File: src/dqs_pkg.sv
package dqs_pkg;

   // Storage geometry.
   localparam int QUEUE_DEPTH = 16;
   localparam int WORD_BITS   = 32;
   localparam int PTR_BITS    = (QUEUE_DEPTH > 1) ? $clog2(QUEUE_DEPTH) : 1;
   localparam int CNT_BITS    = $clog2(QUEUE_DEPTH + 1);

   // Fixed widths of the beat fields.
   localparam int OP_BITS     = 3;
   localparam int VALUE_BITS  = 32;
   localparam int STATUS_BITS = 2;
   localparam int POS_BITS    = 4;
   localparam int OCC_BITS    = 5;

   typedef logic [PTR_BITS-1:0]         ptr_type;
   typedef logic [CNT_BITS-1:0]         cnt_type;
   typedef logic signed [WORD_BITS-1:0] word_type;

   typedef enum logic [OP_BITS-1:0] {
      OP_PUSH_BACK  = 3'd0,
      OP_PUSH_FRONT = 3'd1,
      OP_POP_BACK   = 3'd2,
      OP_POP_FRONT  = 3'd3,
      OP_FIND       = 3'd4
   } op_type;

   typedef enum logic [STATUS_BITS-1:0] {
      STATUS_OK        = 2'd0,
      STATUS_EMPTY     = 2'd1,
      STATUS_FULL      = 2'd2,
      STATUS_NOT_FOUND = 2'd3
   } status_type;

   typedef enum logic [1:0] {
      STATE_IDLE,
      STATE_SCAN,
      STATE_RESP
   } state_type;

   // Write request into the word store.
   typedef struct packed {
      logic     en;
      ptr_type  addr;
      word_type data;
   } wr_req_type;

   // Read request into the word store.
   typedef struct packed {
      logic    en;
      ptr_type addr;
   } rd_req_type;

   localparam logic [PTR_BITS:0] DEPTH_EXT = (PTR_BITS + 1)'(QUEUE_DEPTH);
   localparam ptr_type           LAST_SLOT = PTR_BITS'(QUEUE_DEPTH - 1);

   // Slot at a given offset from a base slot, wrapped around the store.
   function automatic ptr_type slot_add(input ptr_type base, input ptr_type offset);
      logic [PTR_BITS:0] sum;
      sum = {1'b0, base} + {1'b0, offset};
      if (sum >= DEPTH_EXT) begin
         sum = sum - DEPTH_EXT;
      end
      return sum[PTR_BITS-1:0];
   endfunction

   // Next slot, wrapped.
   function automatic ptr_type slot_inc(input ptr_type slot);
      return (slot == LAST_SLOT) ? '0 : slot + PTR_BITS'(1);
   endfunction

   // Previous slot, wrapped.
   function automatic ptr_type slot_dec(input ptr_type slot);
      return (slot == '0) ? LAST_SLOT : slot - PTR_BITS'(1);
   endfunction

endpackage

File: src/dqs_req_if.sv
interface dqs_req_if import dqs_pkg::*; ();
   logic                         valid;
   logic                         ready;
   logic [OP_BITS-1:0]           operation;
   logic signed [VALUE_BITS-1:0] value;

   modport source (output valid, operation, value, input ready);
   modport sink   (input valid, operation, value, output ready);
endinterface

File: src/dqs_rsp_if.sv
interface dqs_rsp_if import dqs_pkg::*; ();
   logic                   valid;
   logic                   ready;
   logic [STATUS_BITS-1:0] status;
   logic [POS_BITS-1:0]    found_position;
   logic [OCC_BITS-1:0]    occupancy;

   modport source (output valid, status, found_position, occupancy, input ready);
   modport sink   (input valid, status, found_position, occupancy, output ready);
endinterface

File: src/dqs_store.sv
module dqs_store import dqs_pkg::*; (
   input  logic       clock,
   input  wr_req_type wr_req,
   input  rd_req_type rd_req,
   output word_type   rd_data
);

   word_type mem [QUEUE_DEPTH];
   word_type rd_data_ff;

   // One write port; entries hold nothing meaningful until pushed.
   always_ff @(posedge clock) begin
      if (wr_req.en) begin
         mem[wr_req.addr] <= wr_req.data;
      end
   end

   // One registered read port.
   always_ff @(posedge clock) begin
      if (rd_req.en) begin
         rd_data_ff <= mem[rd_req.addr];
      end
   end

   assign rd_data = rd_data_ff;

endmodule

File: src/double_ended_queue_with_search.sv
// Bounded double-ended queue of signed words with a search by key. Each request beat
// carries one operation (push back, push front, pop back, pop front or find) and gives
// exactly one response beat with a status, the position of a found word and the number
// of words held afterwards. Requests are taken one at a time: a push or pop updates the
// queue as its request is taken and then gives its response, and a find scans the held
// words, read one per cycle through the single read port of the word store and checked
// by one shared comparator, starting at the front and stopping at the first match. The
// request side is ready again in the cycle after the response beat is taken. Reset clears
// the front pointer and the count at once and needs no clearing pass; unused operation
// codes leave the queue alone and report ok.
module double_ended_queue_with_search import dqs_pkg::*; (
   input logic    clock,
   input logic    reset,
   dqs_req_if.sink   req_bus,
   dqs_rsp_if.source rsp_bus
);

   state_type  state_ff, state_in;
   ptr_type    front_ff, front_in;
   cnt_type    count_ff, count_in;
   word_type   key_ff, key_in;
   ptr_type    rd_addr_ff, rd_addr_in;
   cnt_type    rd_idx_ff, rd_idx_in;
   logic       cmp_vld_ff, cmp_vld_in;
   ptr_type    cmp_idx_ff, cmp_idx_in;
   status_type status_ff, status_in;
   ptr_type    pos_ff, pos_in;

   wr_req_type wr_req;
   rd_req_type rd_req;
   word_type   rd_data;
   word_type   req_word;
   logic       req_fire;
   logic       is_full;
   logic       is_empty;

   dqs_store u_store (
      .clock   (clock),
      .wr_req  (wr_req),
      .rd_req  (rd_req),
      .rd_data (rd_data)
   );

   // The beat value is kept as a word of the store width, sign-extended.
   assign req_word = word_type'(req_bus.value);
   assign req_fire = req_bus.valid && req_bus.ready;
   assign is_full  = (count_ff == CNT_BITS'(QUEUE_DEPTH));
   assign is_empty = (count_ff == '0);

   // State and datapath registers.
   always_ff @(posedge clock) begin
      if (reset) begin
         state_ff   <= STATE_IDLE;
         front_ff   <= '0;
         count_ff   <= '0;
         cmp_vld_ff <= 1'b0;
      end else begin
         state_ff   <= state_in;
         front_ff   <= front_in;
         count_ff   <= count_in;
         cmp_vld_ff <= cmp_vld_in;
      end
   end

   always_ff @(posedge clock) begin
      key_ff     <= key_in;
      rd_addr_ff <= rd_addr_in;
      rd_idx_ff  <= rd_idx_in;
      cmp_idx_ff <= cmp_idx_in;
      status_ff  <= status_in;
      pos_ff     <= pos_in;
   end

   // Sequencer: operation decode, search loop and response.
   always_comb begin
      state_in    = state_ff;
      front_in    = front_ff;
      count_in    = count_ff;
      key_in      = key_ff;
      rd_addr_in  = rd_addr_ff;
      rd_idx_in   = rd_idx_ff;
      cmp_vld_in  = 1'b0;
      cmp_idx_in  = cmp_idx_ff;
      status_in   = status_ff;
      pos_in      = pos_ff;
      wr_req      = '{en: 1'b0, addr: slot_add(front_ff, count_ff[PTR_BITS-1:0]),
                      data: req_word};
      rd_req      = '{en: 1'b0, addr: rd_addr_ff};
      req_bus.ready = 1'b0;
      rsp_bus.valid = 1'b0;

      unique case (state_ff)
         STATE_IDLE: begin
            req_bus.ready = 1'b1;
            if (req_fire) begin
               status_in = STATUS_OK;
               pos_in    = '0;
               state_in  = STATE_RESP;
               unique case (req_bus.operation)
                  OP_PUSH_BACK: begin
                     if (is_full) begin
                        status_in = STATUS_FULL;
                     end else begin
                        wr_req.en = 1'b1;
                        count_in  = count_ff + CNT_BITS'(1);
                     end
                  end
                  OP_PUSH_FRONT: begin
                     if (is_full) begin
                        status_in = STATUS_FULL;
                     end else begin
                        wr_req.en   = 1'b1;
                        wr_req.addr = slot_dec(front_ff);
                        front_in    = slot_dec(front_ff);
                        count_in    = count_ff + CNT_BITS'(1);
                     end
                  end
                  OP_POP_BACK: begin
                     if (is_empty) begin
                        status_in = STATUS_EMPTY;
                     end else begin
                        count_in = count_ff - CNT_BITS'(1);
                     end
                  end
                  OP_POP_FRONT: begin
                     if (is_empty) begin
                        status_in = STATUS_EMPTY;
                     end else begin
                        front_in = slot_inc(front_ff);
                        count_in = count_ff - CNT_BITS'(1);
                     end
                  end
                  OP_FIND: begin
                     key_in     = req_word;
                     rd_addr_in = front_ff;
                     rd_idx_in  = '0;
                     if (is_empty) begin
                        status_in = STATUS_NOT_FOUND;
                     end else begin
                        state_in = STATE_SCAN;
                     end
                  end
                  default: begin
                     status_in = STATUS_OK;
                  end
               endcase
            end
         end
         STATE_SCAN: begin
            // Issue one read per cycle while words remain.
            if (rd_idx_ff < count_ff) begin
               rd_req.en  = 1'b1;
               rd_addr_in = slot_inc(rd_addr_ff);
               rd_idx_in  = rd_idx_ff + CNT_BITS'(1);
               cmp_vld_in = 1'b1;
               cmp_idx_in = rd_idx_ff[PTR_BITS-1:0];
            end
            // Check the word read in the previous cycle.
            if (cmp_vld_ff) begin
               if (rd_data == key_ff) begin
                  status_in  = STATUS_OK;
                  pos_in     = cmp_idx_ff;
                  cmp_vld_in = 1'b0;
                  state_in   = STATE_RESP;
               end else if (CNT_BITS'(cmp_idx_ff) + CNT_BITS'(1) == count_ff) begin
                  status_in  = STATUS_NOT_FOUND;
                  pos_in     = '0;
                  cmp_vld_in = 1'b0;
                  state_in   = STATE_RESP;
               end
            end
         end
         STATE_RESP: begin
            rsp_bus.valid = 1'b1;
            if (rsp_bus.ready) begin
               state_in = STATE_IDLE;
            end
         end
         default: begin
            state_in = STATE_IDLE;
         end
      endcase
   end

   // Response beat fields.
   assign rsp_bus.status         = status_ff;
   assign rsp_bus.found_position = POS_BITS'(pos_ff);
   assign rsp_bus.occupancy      = OCC_BITS'(count_ff);

   // The count never exceeds the store depth.
   a_count_bound: assert property (@(posedge clock) disable iff (reset)
      count_ff <= CNT_BITS'(QUEUE_DEPTH))
      else $error("word count above queue depth");

   // Requests and responses are never offered in the same cycle.
   a_one_side: assert property (@(posedge clock) disable iff (reset)
      !(req_bus.ready && rsp_bus.valid))
      else $error("request ready while a response is pending");

   // A full status is only reported with a full queue.
   a_full_status: assert property (@(posedge clock) disable iff (reset)
      rsp_bus.valid && status_ff == STATUS_FULL |-> count_ff == CNT_BITS'(QUEUE_DEPTH))
      else $error("full status with room left");

   // An empty status is only reported with an empty queue.
   a_empty_status: assert property (@(posedge clock) disable iff (reset)
      rsp_bus.valid && status_ff == STATUS_EMPTY |-> count_ff == '0)
      else $error("empty status with words held");

   // A found word lies inside the held range.
   a_found_range: assert property (@(posedge clock) disable iff (reset)
      $rose(rsp_bus.valid) && $past(state_ff) == STATE_SCAN && status_ff == STATUS_OK
      |-> CNT_BITS'(pos_ff) < count_ff)
      else $error("found position beyond held words");

endmodule

File: src/flat_wrapper.sv
// flat-port wrapper written by rule: the top's interface ports become plain ports
module double_ended_queue_with_search_flat import dqs_pkg::*;
  (clock, reset, req_bus_valid, req_bus_operation, req_bus_value, req_bus_ready, rsp_bus_valid, rsp_bus_status, rsp_bus_found_position, rsp_bus_occupancy, rsp_bus_ready);
  dqs_req_if req_bus_i ();
  dqs_rsp_if rsp_bus_i ();
  input logic clock;
  input logic reset;
  input wire logic [$bits(req_bus_i.valid)-1:0] req_bus_valid;
  input wire logic [$bits(req_bus_i.operation)-1:0] req_bus_operation;
  input wire logic [$bits(req_bus_i.value)-1:0] req_bus_value;
  output wire logic [$bits(req_bus_i.ready)-1:0] req_bus_ready;
  output wire logic [$bits(rsp_bus_i.valid)-1:0] rsp_bus_valid;
  output wire logic [$bits(rsp_bus_i.status)-1:0] rsp_bus_status;
  output wire logic [$bits(rsp_bus_i.found_position)-1:0] rsp_bus_found_position;
  output wire logic [$bits(rsp_bus_i.occupancy)-1:0] rsp_bus_occupancy;
  input wire logic [$bits(rsp_bus_i.ready)-1:0] rsp_bus_ready;
  assign req_bus_i.valid = req_bus_valid;
  assign req_bus_i.operation = req_bus_operation;
  assign req_bus_i.value = req_bus_value;
  assign req_bus_ready = req_bus_i.ready;
  assign rsp_bus_valid = rsp_bus_i.valid;
  assign rsp_bus_status = rsp_bus_i.status;
  assign rsp_bus_found_position = rsp_bus_i.found_position;
  assign rsp_bus_occupancy = rsp_bus_i.occupancy;
  assign rsp_bus_i.ready = rsp_bus_ready;
  double_ended_queue_with_search u_core (.clock(clock), .reset(reset), .req_bus(req_bus_i), .rsp_bus(rsp_bus_i));
endmodule
File: config.mk
export PLATFORM = sky130hd
export DESIGN_NAME = double_ended_queue_with_search_flat
export DESIGN_NICKNAME = d
export VERILOG_FILES = /design/src/dqs_pkg.sv /design/src/dqs_req_if.sv /design/src/dqs_rsp_if.sv /design/src/dqs_store.sv /design/src/double_ended_queue_with_search.sv /design/src/flat_wrapper.sv
export SDC_FILE = /design/constraint.sdc
export NUM_CORES = 1
export LEC_CHECK = 0
export BUFFER_PORTS_ARGS = -buffer_cell sky130_fd_sc_hd__buf_4
export CAP_MARGIN = 20
export CORE_MARGIN = 2
export CORE_UTILIZATION = 50
export DETAILED_ROUTE_END_ITERATION = 16
export HOLD_SLACK_MARGIN = 0.1
export MAX_ROUTING_LAYER = met4
export PLACE_DENSITY = 0.71
export SLEW_MARGIN = 20
export SYNTH_ARGS = -nofsm -noshare
export SYNTH_HDL_FRONTEND = slang
export SYNTH_SLANG_ARGS = --single-unit
File: constraint.sdc
create_clock -name clock -period 11.3 [get_ports clock]
set_clock_uncertainty 0.1 [all_clocks]
set_input_delay 1.695 -clock clock [delete_from_list [all_inputs] [get_ports clock]]
set_output_delay 1.695 -clock clock [all_outputs]
set_load 0.05 [all_outputs]
==> flow_summary.yaml, run 1 <==
synth:
  synthCells: 1259
  synthFlopType: "edfxtp_1"
  synth_compound_area_share_pct: 5.76
  seq_area_frac_synth_pct: 75.8
  synth_cell_types: 62
  synth_simple_gate_area_share_pct: 2.48
  synth-xor-area-share_pct: 1.93
  avgSynthCellArea_um2: 19.0
  yosysWarnings: 0
  syn_nets: 1315
  synth_top_family_by_area: "multiplexers"
  synth_fa_ha_area_share_pct: 0.953
  netlist_area_um2: 23900
  synth_seq_cells: 607
  async_reset_ff_share_pct: 0
  synth_mux_area_share_pct: 11.8
  synth-edff-count: 595
critical_path:
  critPathKind: "input pin to register"
  end_kind: "register"
  arrival_ns: 5.19
  critPathMaxFanout: 32
  required_ns: 11.42
  startpoint_type: "input pin"
routing:
  drt-pass1-iter-count: 6
  wirelength_mm: 49.1
  drc_errors: 0
  ant_nets: 0
  wl_per_cell_um: 24.6
  drt_iter0_drc: 1160
  vias: 11900
  viasPerCell: 5.98
power:
  p_leak_nw: 8.92
  power_density_nw_per_um2: 204
  power_w: 0.00550
  irDropWorstVdd_uv: 147
placed_design:
  post-place-ws_ns: 5.65
  hpwlAfterDp_mm: 27.1
  globalplace.congestion: 0.837
  io_buffer_count: 51
finish:
  finalNetCount: 1392
  nFillCells: 3558
  final_common_cell: "edfxtp_1"
  post-route-util_pct: 56.9
  layout_common_cells: "595 x edfxtp_1, 133 x mux2i_1, 77 x buf_4, 65 x a221oi_1, 64 x mux4_2"
  layout-drive-gt1-share_pct: 18.2
  area_growth_pct: 13.0
sta:
  fmax_ghz: 0.197
  slew_headroom_pct: 25.8
  setup_viol: 0
  fin_crit_sh_pct: 44.9
  rsz0062_at_grt: "no"
  finalSetupTns_ns: 0
  finalMaxSlewViolations: 0
  finalHoldWorstSlack_ns: 0.354
  finalHoldViolCount: 0
  worstMarginPinSlew_ns: 1.11
  timing.final.crit_period_ns: 5.07
  setup_ws_ns: 6.23
clocking:
  max-clock-path-buffers: 3
  cts_inserted_buffers: 58
  insertion_delay_ns: 0.62
  cts_root_buf: "clkbuf_16"
  path_clk_slew_ns: 0.06
  hold_buffers: 0
  cts.sinks: 607
  h-tree-depth: 2
  cts_tree: "built"
  cts_setup_buffers: 0
  cts_resized: 0
flow_run:
  cap_violations: 0
floorplan:
  chipWidth_um: 223
  rows: 80
  die_y_um: 223
  core_um2: 47400
  start_util_pct: 50.4
  dieArea_um2: 49500
  io_pins: 52
grt:
  grt_pass1_vias: 12300
  antenna_found_initial: 1
  grt_pass1_wl_mm: 74.7
  grt.overflow.total: 0
  grt_max_degree: 127
  grtUsageTotal_pct: 20.6
min_path:
  hold_class: "register to register"
outcome:
  status: "finished, final reports clean"
layer usage:
layer | wire length [um] | vias up | part of all wire [%] | GRT usage [%]
met5 | 0 | - | 0 | -
met4 | 917 | 0 | 1.9 | 5.80
met2 | 24200 | 380 | 49 | 32.8
li1 | - | 5307 | - | -
met3 | 2660 | 68 | 5.4 | 2.87
met1 | 21300 | 6193 | 43 | 28.3
worst paths after layout:
path / end / slack [ns] / depth (start not counted) / from
min reg2reg: u_core.cmp_vld_ff / 0.35 / 1 / u_core.cmp_vld_ff
min: u_core.cmp_vld_ff / 0.35 / 1 / u_core.cmp_vld_ff
max: u_core.u_store.mem[12][2] / 6.23 / 6 / req_bus_operation[2]
max reg2reg: u_core.u_store.mem[12][2] / 7.00 / 5 / u_core.state_ff[1]
state kept, by name, summed over array words and instances, names as in the netlist:
name / flops
u_core.front_ff: 4
u_core.rsp_bus.found_position: 4
u_core.rsp_bus.occupancy: 5
u_core.rsp_bus.status: 2
u_core.rd_idx_ff: 5
u_core.u_store.rd_data: 32
u_core.rd_addr_ff: 4
u_core.cmp_vld_ff: 1
u_core.cmp_idx_ff: 4
u_core.u_store.mem: 512
u_core.key_ff: 32
u_core.state_ff: 2
through the flow:
| step | cells | instance area (um2) |
|---|---|---|
| final | 1997 | 27000 |
| after global routing | 1997 | 27000 |
| after CTS | 1993 | 26900 |
| after detailed placement | 1888 | 25100 |
| after global placement | 1888 | 25100 |
| after floorplan | 1259 | 23900 |
worst max-delay path, stage by stage:
cell and delay, ns:
buf_4 0.12, or4b_1 0.65, a2111oi_4 0.58, mux2i_1 0.60, o211ai_1 0.52, nor2_4 0.99
cell families (layout without fill, tap and decap cells):
family | count (synthesis) | after routing
compound gates | 184 | 184
mux | 200 | 200
xor+xnor | 51 | 51
simple gates | 123 | 123
fa+ha+maj | 17 | 17
other cells | 0 | 1
flops | 607 | 607
buf+inv | 77 | 199
report_power, final:
part | switching [W] | internal [W] | total (W)
Clock | 0.000794 | 0.00103 | 0.00183
Sequential | 0.0000399 | 0.00258 | 0.00262
Combinational | 0.000640 | 0.000405 | 0.00105
synthesized netlist by cell type (all sizes together) (2+ instances only):
library cell  number  share of area [%]
edfxtp           595                 75
mux2i            133                5.6
a221oi            65                2.4
mux4              64                6.0
nand2             48               0.75
o21ai             41               0.86
xnor2             40                1.5
clkbuf            37               0.59
a22oi             32                1.0
buf               27               0.52
nor2              24               0.38
ha                15               0.79
a21oi             13               0.27
dfxtp             12                1.0
inv               12               0.19
nor3              11               0.23
xor2              10               0.37
nand4              8               0.21
a21o               7               0.23
nand2b             5               0.13
nand3              5               0.10
a211oi             4               0.13
and2               4               0.10
and3               4               0.10
a2111oi            3               0.19
mux2               3               0.16
nor2b              3              0.079
nor4               3               0.14
o32ai              3               0.11
or3                3              0.084
a211o              2              0.079
fa                 2               0.17
o211ai             2              0.084
o21a               2              0.068
area by class of cell:
| class | instances | area, um2 | share of cell area, % |
|---|---|---|---|
| Timing Repair Buffer | 81 | 681 | 2.52 |
| Inverter | 13 | 48.8 | 0.181 |
| Clock inverter | 21 | 224 | 0.830 |
| Sequential cell | 607 | 18100 | 67.1 |
| Antenna cell | 1 | 2.50 | 0.00927 |
| Clock buffer | 84 | 1570 | 5.82 |
| Multi-Input combinational cell | 575 | 5590 | 20.7 |
| Tap cell | 615 | 769 | 2.85 |
Power figures use the tool's default switching activity.
==> run 2, diff against run 1 <==
- ABC_AREA: not set -> 1
- PLACE_DENSITY: 0.71 -> 0.73
- clock period: 11.3 -> 4.41 ns (I/O delays scaled with it)
==> run 2 against run 1 <==
Effect of this change:
- register-to-register slack worse by 5.9 ns
- area after synthesis up 0.72%
- clock-buffer cell count down 11
- final cell count up 26%
- highest routed layer unchanged
- combinational power up 90%
==> flow_summary.yaml, run 2 <==
routing:
  ant_nets: 0
  drc_errors: 0
  viasPerCell: 6.00
  vias: 15100
  drt-pass1-iter-count: 6
  drt_iter0_drc: 1797
  wirelength_mm: 57.2
  wl_per_cell_um: 22.7
synth:
  synth_commonest_cells: "595 x edfxtp_1, 285 x nand2_1, 198 x o21ai_0, 179 x nor2_1, 96 x a21oi_1"
  synth_seq_cells: 607
  synthMostInstantiatedCell: "edfxtp_1"
  synthTopCellsByArea: "edfxtp_1 74%, nand2_1 4.4%, o21ai_0 4.1%"
  async_reset_ff_share_pct: 0
  yosysTopAreaCell: "edfxtp_1"
  syn_nets: 1864
  synthCells: 1808
  synthFlopType: "edfxtp_1"
  synth_cell_types: 33
  seq_area_frac_synth_pct: 75.3
  netlist_area_um2: 24100
  synth-edff-count: 595
  synth_top_area_share_pct: 74.3
  avgSynthCellArea_um2: 13.3
  yosysWarnings: 0
floorplan:
  core_um2: 47600
  die_y_um: 223
  chipWidth_um: 223
  io_pins: 52
  start_util_pct: 50.5
  rows: 80
  dieArea_um2: 49900
sta:
  finalHoldViolCount: 0
  finalSetupTns_ns: 0
  slew_headroom_pct: 26.1
  rsz0062_at_grt: "no"
  fin_crit_sh_pct: 75.2
  setup_viol: 0
  timing.final.crit_period_ns: 3.32
  finalMaxSlewViolations: 0
  worstMarginPinSlew_ns: 1.11
  fmax_ghz: 0.302
finish:
  area_growth_pct: 12.7
  instances_no_fill: 2521
  post-route-util_pct: 56.9
  final_common_cell: "edfxtp_1"
  top_register: "u_core.u_store.mem"
  largest_register_ffs: 512
  layout-drive-gt1-share_pct: 10.9
  finalNetCount: 1915
  layout_common_cells: "595 x edfxtp_1, 283 x nand2_1, 198 x o21ai_0, 162 x nor2_1, 96 x a21oi_1"
grt:
  grt.overflow.total: 0
  use_met3_pct: 3.45
  grt.met2_usage_pct: 37.3
  grt_pass1_vias: 14900
  grtUsageMet1_pct: 31.3
  grtUsageTotal_pct: 23.8
  grt_pass1_wl_mm: 87.1
  grt_max_degree: 156
  busiest_layer: "met2"
  antenna_found_initial: 1
placed_design:
  hpwlAfterDp_mm: 32.8
  globalplace.congestion: 0.845
  dp.cells: 2413
  io_buffer_count: 51
clocking:
  cts_setup_buffers: 0
  insertion_delay_ns: 0.61
  cts_root_buf: "clkbuf_16"
  cts_tree: "built"
  cts_resized: 0
  max-clock-path-buffers: 3
  hold_buffers: 0
  path_clk_slew_ns: 0.06
  h-tree-depth: 2
  cts.sinks: 607
  cts_inserted_buffers: 58
power:
  p_leak_nw: 9.11
  power_w: 0.0135
  power_density_nw_per_um2: 496
  irDropWorstVdd_uv: 362
min_path:
  hold_class: "input pin to register"
critical_path:
  r2r-end: "u_core.u_store.mem[4][24]"
  end_kind: "register"
  startpoint_type: "register"
  reg2reg_depth: 7
  required_ns: 4.62
  reg2reg_from: "u_core.rsp_bus.occupancy[1]"
  arrival_ns: 3.53
  critPathMaxFanout: 17
  reg2reg_slack_ns: 1.09
  worstSetupEndpoint: "u_core.u_store.mem[4][24]"
  cp-startpoint: "u_core.rsp_bus.occupancy[1]"
  critPathKind: "register to register"
outcome:
  status: "finished, final reports clean"
flow_run:
  cap_violations: 0
run 2: changes by cell type in the layout (fill, tap and decap cells not counted), moves of 25 or more:
| cell | previous run | this run |
|---|---|---|
| nand3_1 | 5 | 85 |
| inv_1 | 11 | 55 |
| a221oi_1 | 65 | 40 |
| o22ai_1 | 1 | 44 |
| mux4_2 | 64 | 0 |
| a21oi_1 | 13 | 96 |
| mux2i_1 | 133 | 0 |
| a22oi_1 | 32 | 1 |
| o21ai_0 | 41 | 198 |
| nand2_1 | 48 | 283 |
| nor2_1 | 16 | 162 |
run 2: critical path: stages (launching register included):
cell and delay, ns:
dfxtp_1 0.49, inv_1 0.18, nand4_1 0.18, nor2_2 0.08, nor3_1 0.51, nand3_1 0.46, nor2_4 0.70, buf_4 0.31
run 2: per-stage QoR:
step | hold slack, ns | cell area [um2] | setup WS, ns
2_1_floorplan | 0.309 | 24100 | 0.697
3_3_place_gp | 0.381 | 25300 | 1.06
3_5_place_dp | 0.392 | 25300 | 0.969
4_1_cts | 0.139 | 27100 | 1.12
5_1_grt | 0.150 | 27100 | 0.934
6_report | 0.167 | 27100 | 1.09
run 2: layout make-up:
type | count | area [um2]
Fill cell | 3688 | 20500
Tap cell | 615 | 769
Timing Repair Buffer | 91 | 733
Sequential cell | 607 | 18100
Clock buffer | 73 | 1510
Clock inverter | 33 | 312
Antenna cell | 1 | 2.50
Inverter | 59 | 226
Multi-Input combinational cell | 1042 | 5450
run 2: how the worst min path moves through the flow:
stage / start / endpoint / cells after the start
finish: reset / u_core.front_ff[1] / 2
global route: reset / u_core.front_ff[1] / 2
CTS: reset / u_core.front_ff[1] / 2
detailed placement: u_core.cmp_vld_ff / u_core.cmp_vld_ff / 1
global placement: u_core.cmp_vld_ff / u_core.cmp_vld_ff / 1
floorplan: u_core.cmp_vld_ff / u_core.cmp_vld_ff / 1
run 2: power breakdown:
group	total (W)	switching, W	internal [W]	leakage, nW
Sequential	0.00667	0.0000983	0.00657	5.46
Combinational	0.00200	0.00145	0.000550	2.76
Clock	0.00479	0.00207	0.00272	0.882
Total	0.0135	0.00362	0.00984	9.11
run 2: per-layer routing:
layer	share of wire, %	wire, um
met1	41	23500
met3	7.6	4370
met5	0	0
met2	48	27200
met4	3.8	2200
run 2: kinds of logic after synthesis:
logic type	share of synthesized area (%)
buf+inv	2.65
mux	0.0468
flops	75.3
simple gates	9.75
xor+xnor	1.49
compound gates	9.86
fa+ha+maj	0.946
==> run 3, diff against run 2 <==
- ABC_AREA: 1 -> 0
- clock period: 4.41 -> 2.95 ns (I/O delays scaled with it)
==> run 3 against run 2 <==
Effect of this change:
- clock power grew 56%
- via count is 15% lower
- worst setup slack got worse by 1.0 ns
- sequential power increased by 50%
- routed wire length down 2.1%
- critical path depth grew 1
- total power is 65% higher
==> flow_summary.yaml, run 3 (same netlist as run 1, synthesis figures left out) <==
routing:
  wl_per_cell_um: 26.7
  wirelength_mm: 56.0
  drt-pass1-iter-count: 5
  ant_nets: 0
  vias: 12900
  drt_iter0_drc: 1448
  viasPerCell: 6.13
  drc_errors: 0
finish:
  instances_no_fill: 2096
  diodes: 0
  largest_register_ffs: 512
  top_register: "u_core.u_store.mem"
  area_growth_pct: 19.3
  layout_common_cells: "595 x edfxtp_1, 131 x mux2i_1, 107 x buf_4, 65 x a221oi_1, 64 x mux4_2"
  final_common_cell: "edfxtp_1"
  layout-drive-gt1-share_pct: 23.0
  nFillCells: 3306
  finalNetCount: 1495
grt:
  grtUsageTotal_pct: 23.3
  grt_max_degree: 53
  busiest_layer: "met2"
  use_met3_pct: 3.98
  grt_pass1_wl_mm: 82.5
  grt_pass1_vias: 12900
  grt.met2_usage_pct: 38.0
  grtUsageMet1_pct: 31.2
  grt.overflow.total: 0
  antenna_found_initial: 0
clocking:
  cts_tree: "built"
  path_clk_slew_ns: 0.07
  cts_root_buf: "clkbuf_16"
  h-tree-depth: 2
  cts_inserted_buffers: 58
  cts.sinks: 607
  insertion_delay_ns: 0.62
  max-clock-path-buffers: 3
floorplan:
  core_um2: 47400
  chipWidth_um: 223
  die_y_um: 223
  io_pins: 52
  dieArea_um2: 49500
  rows: 80
  start_util_pct: 50.4
critical_path:
  critPathSlowestCell: "or4b_1"
  startpoint_type: "register"
  crit_family: "simple AND/OR/NAND/NOR gates"
  required_ns: 3.16
  worst-path-buf-inv: 3
  arrival_ns: 3.12
  critPathKind: "register to register"
  reg2reg_slack_ns: 0.05
  worstPathCellList: "or4b_1, a2111oi_4, buf_4, nand2_1, o21a_2, nor3_4, buf_6, clkbuf_16"
  slowest_delay_ns: 0.72
  end_kind: "register"
  critPathMaxFanout: 8
placed_design:
  hpwlAfterDp_mm: 34.0
  dp.cells: 1950
  globalplace.congestion: 0.860
  io_buffer_count: 51
outcome:
  status: "finished, final reports clean"
sta:
  finalHoldViolCount: 0
  fmax_ghz: 0.345
  slew_headroom_pct: 50.6
  rsz0062_at_grt: "yes"
  timing.final.crit_period_ns: 2.90
  setup_viol: 0
  finalMaxSlewViolations: 0
  fin_crit_sh_pct: 98.4
  worstMarginPinSlew_ns: 0.742
power:
  power_w: 0.0222
  power_density_nw_per_um2: 779
  irDropWorstVdd_uv: 515
  p_leak_nw: 9.58
min_path:
  hold_class: "input pin to register"
flow_run:
  cap_violations: 0
-- run 3: power by group --
part | total, W | switching, W | internal (W)
clock network | 0.00746 | 0.00311 | 0.00435
logic | 0.00469 | 0.00283 | 0.00186
registers | 0.0100 | 0.000149 | 0.00989
total | 0.0222 | 0.00609 | 0.0161
-- run 3: what timing repair did --
item                                    4_1_cts  5_1_grt
hold endpoints to repair                    497        0
gates resized for setup                       3       17
buffers inserted                              1        2
pin swaps                                     1        4
hold buffers                                 35        0
gates cloned                                  1        5
endpoints found under the setup margin      134      438
-- run 3: worst paths after layout --
kind | from | end | cells past startpoint
worst min register to register | u_core.cmp_vld_ff | u_core.cmp_vld_ff | 1
worst max-delay path | u_core.state_ff[1] | u_core.u_store.mem[3][10] | 8
worst min-delay path | req_bus_operation[1] | u_core.rsp_bus.status[1] | 2
worst max register to register | u_core.state_ff[1] | u_core.u_store.mem[3][10] | 8
-- run 3: stage by stage --
step / hold WS (ns) / cell area, um2 / setup TNS, ns / setup WS [ns] / util (%)
after floorplan: 0.311 / 24100 / -235.05 / -0.522 / -
after global placement: 0.348 / 26000 / -1.41 / -0.0361 / 54.8
after detailed placement: 0.365 / 26000 / -1.92 / -0.0472 / 54.8
after CTS: 0.163 / 28300 / 0 / 0.00291 / 59.6
after global routing: 0.212 / 28500 / -1.56 / -0.0379 / 60.1
final: 0.215 / 28500 / 0 / 0.0484 / 60.1
-- run 3: final cells by class --
type | instances | area, um2 | area share, %
clock buffer | 69 | 1510 | 5.31
clock inverter | 33 | 383 | 1.34
inverter | 13 | 48.8 | 0.171
multi-input combinational | 575 | 5700 | 20.0
sequential | 607 | 18100 | 63.6
tap | 615 | 769 | 2.70
timing repair buffer | 184 | 1960 | 6.89
-- run 3: per-layer routing --
metal / wire length (um) / vias to the layer above
li1: - / 5511
met1: 23000 / 6679
met2: 28000 / 583
met3: 3920 / 82
met4: 1110 / 0
met5: 0 / -
-- run 3: worst reg2reg max path, stage by stage (launching register included) --
cell       delay (ns)
dfxtp_1          0.31
or4b_1           0.72
a2111oi_4        0.25
buf_4            0.20
nand2_1          0.08
o21a_2           0.27
nor3_4           0.31
buf_6            0.19
clkbuf_16        0.18
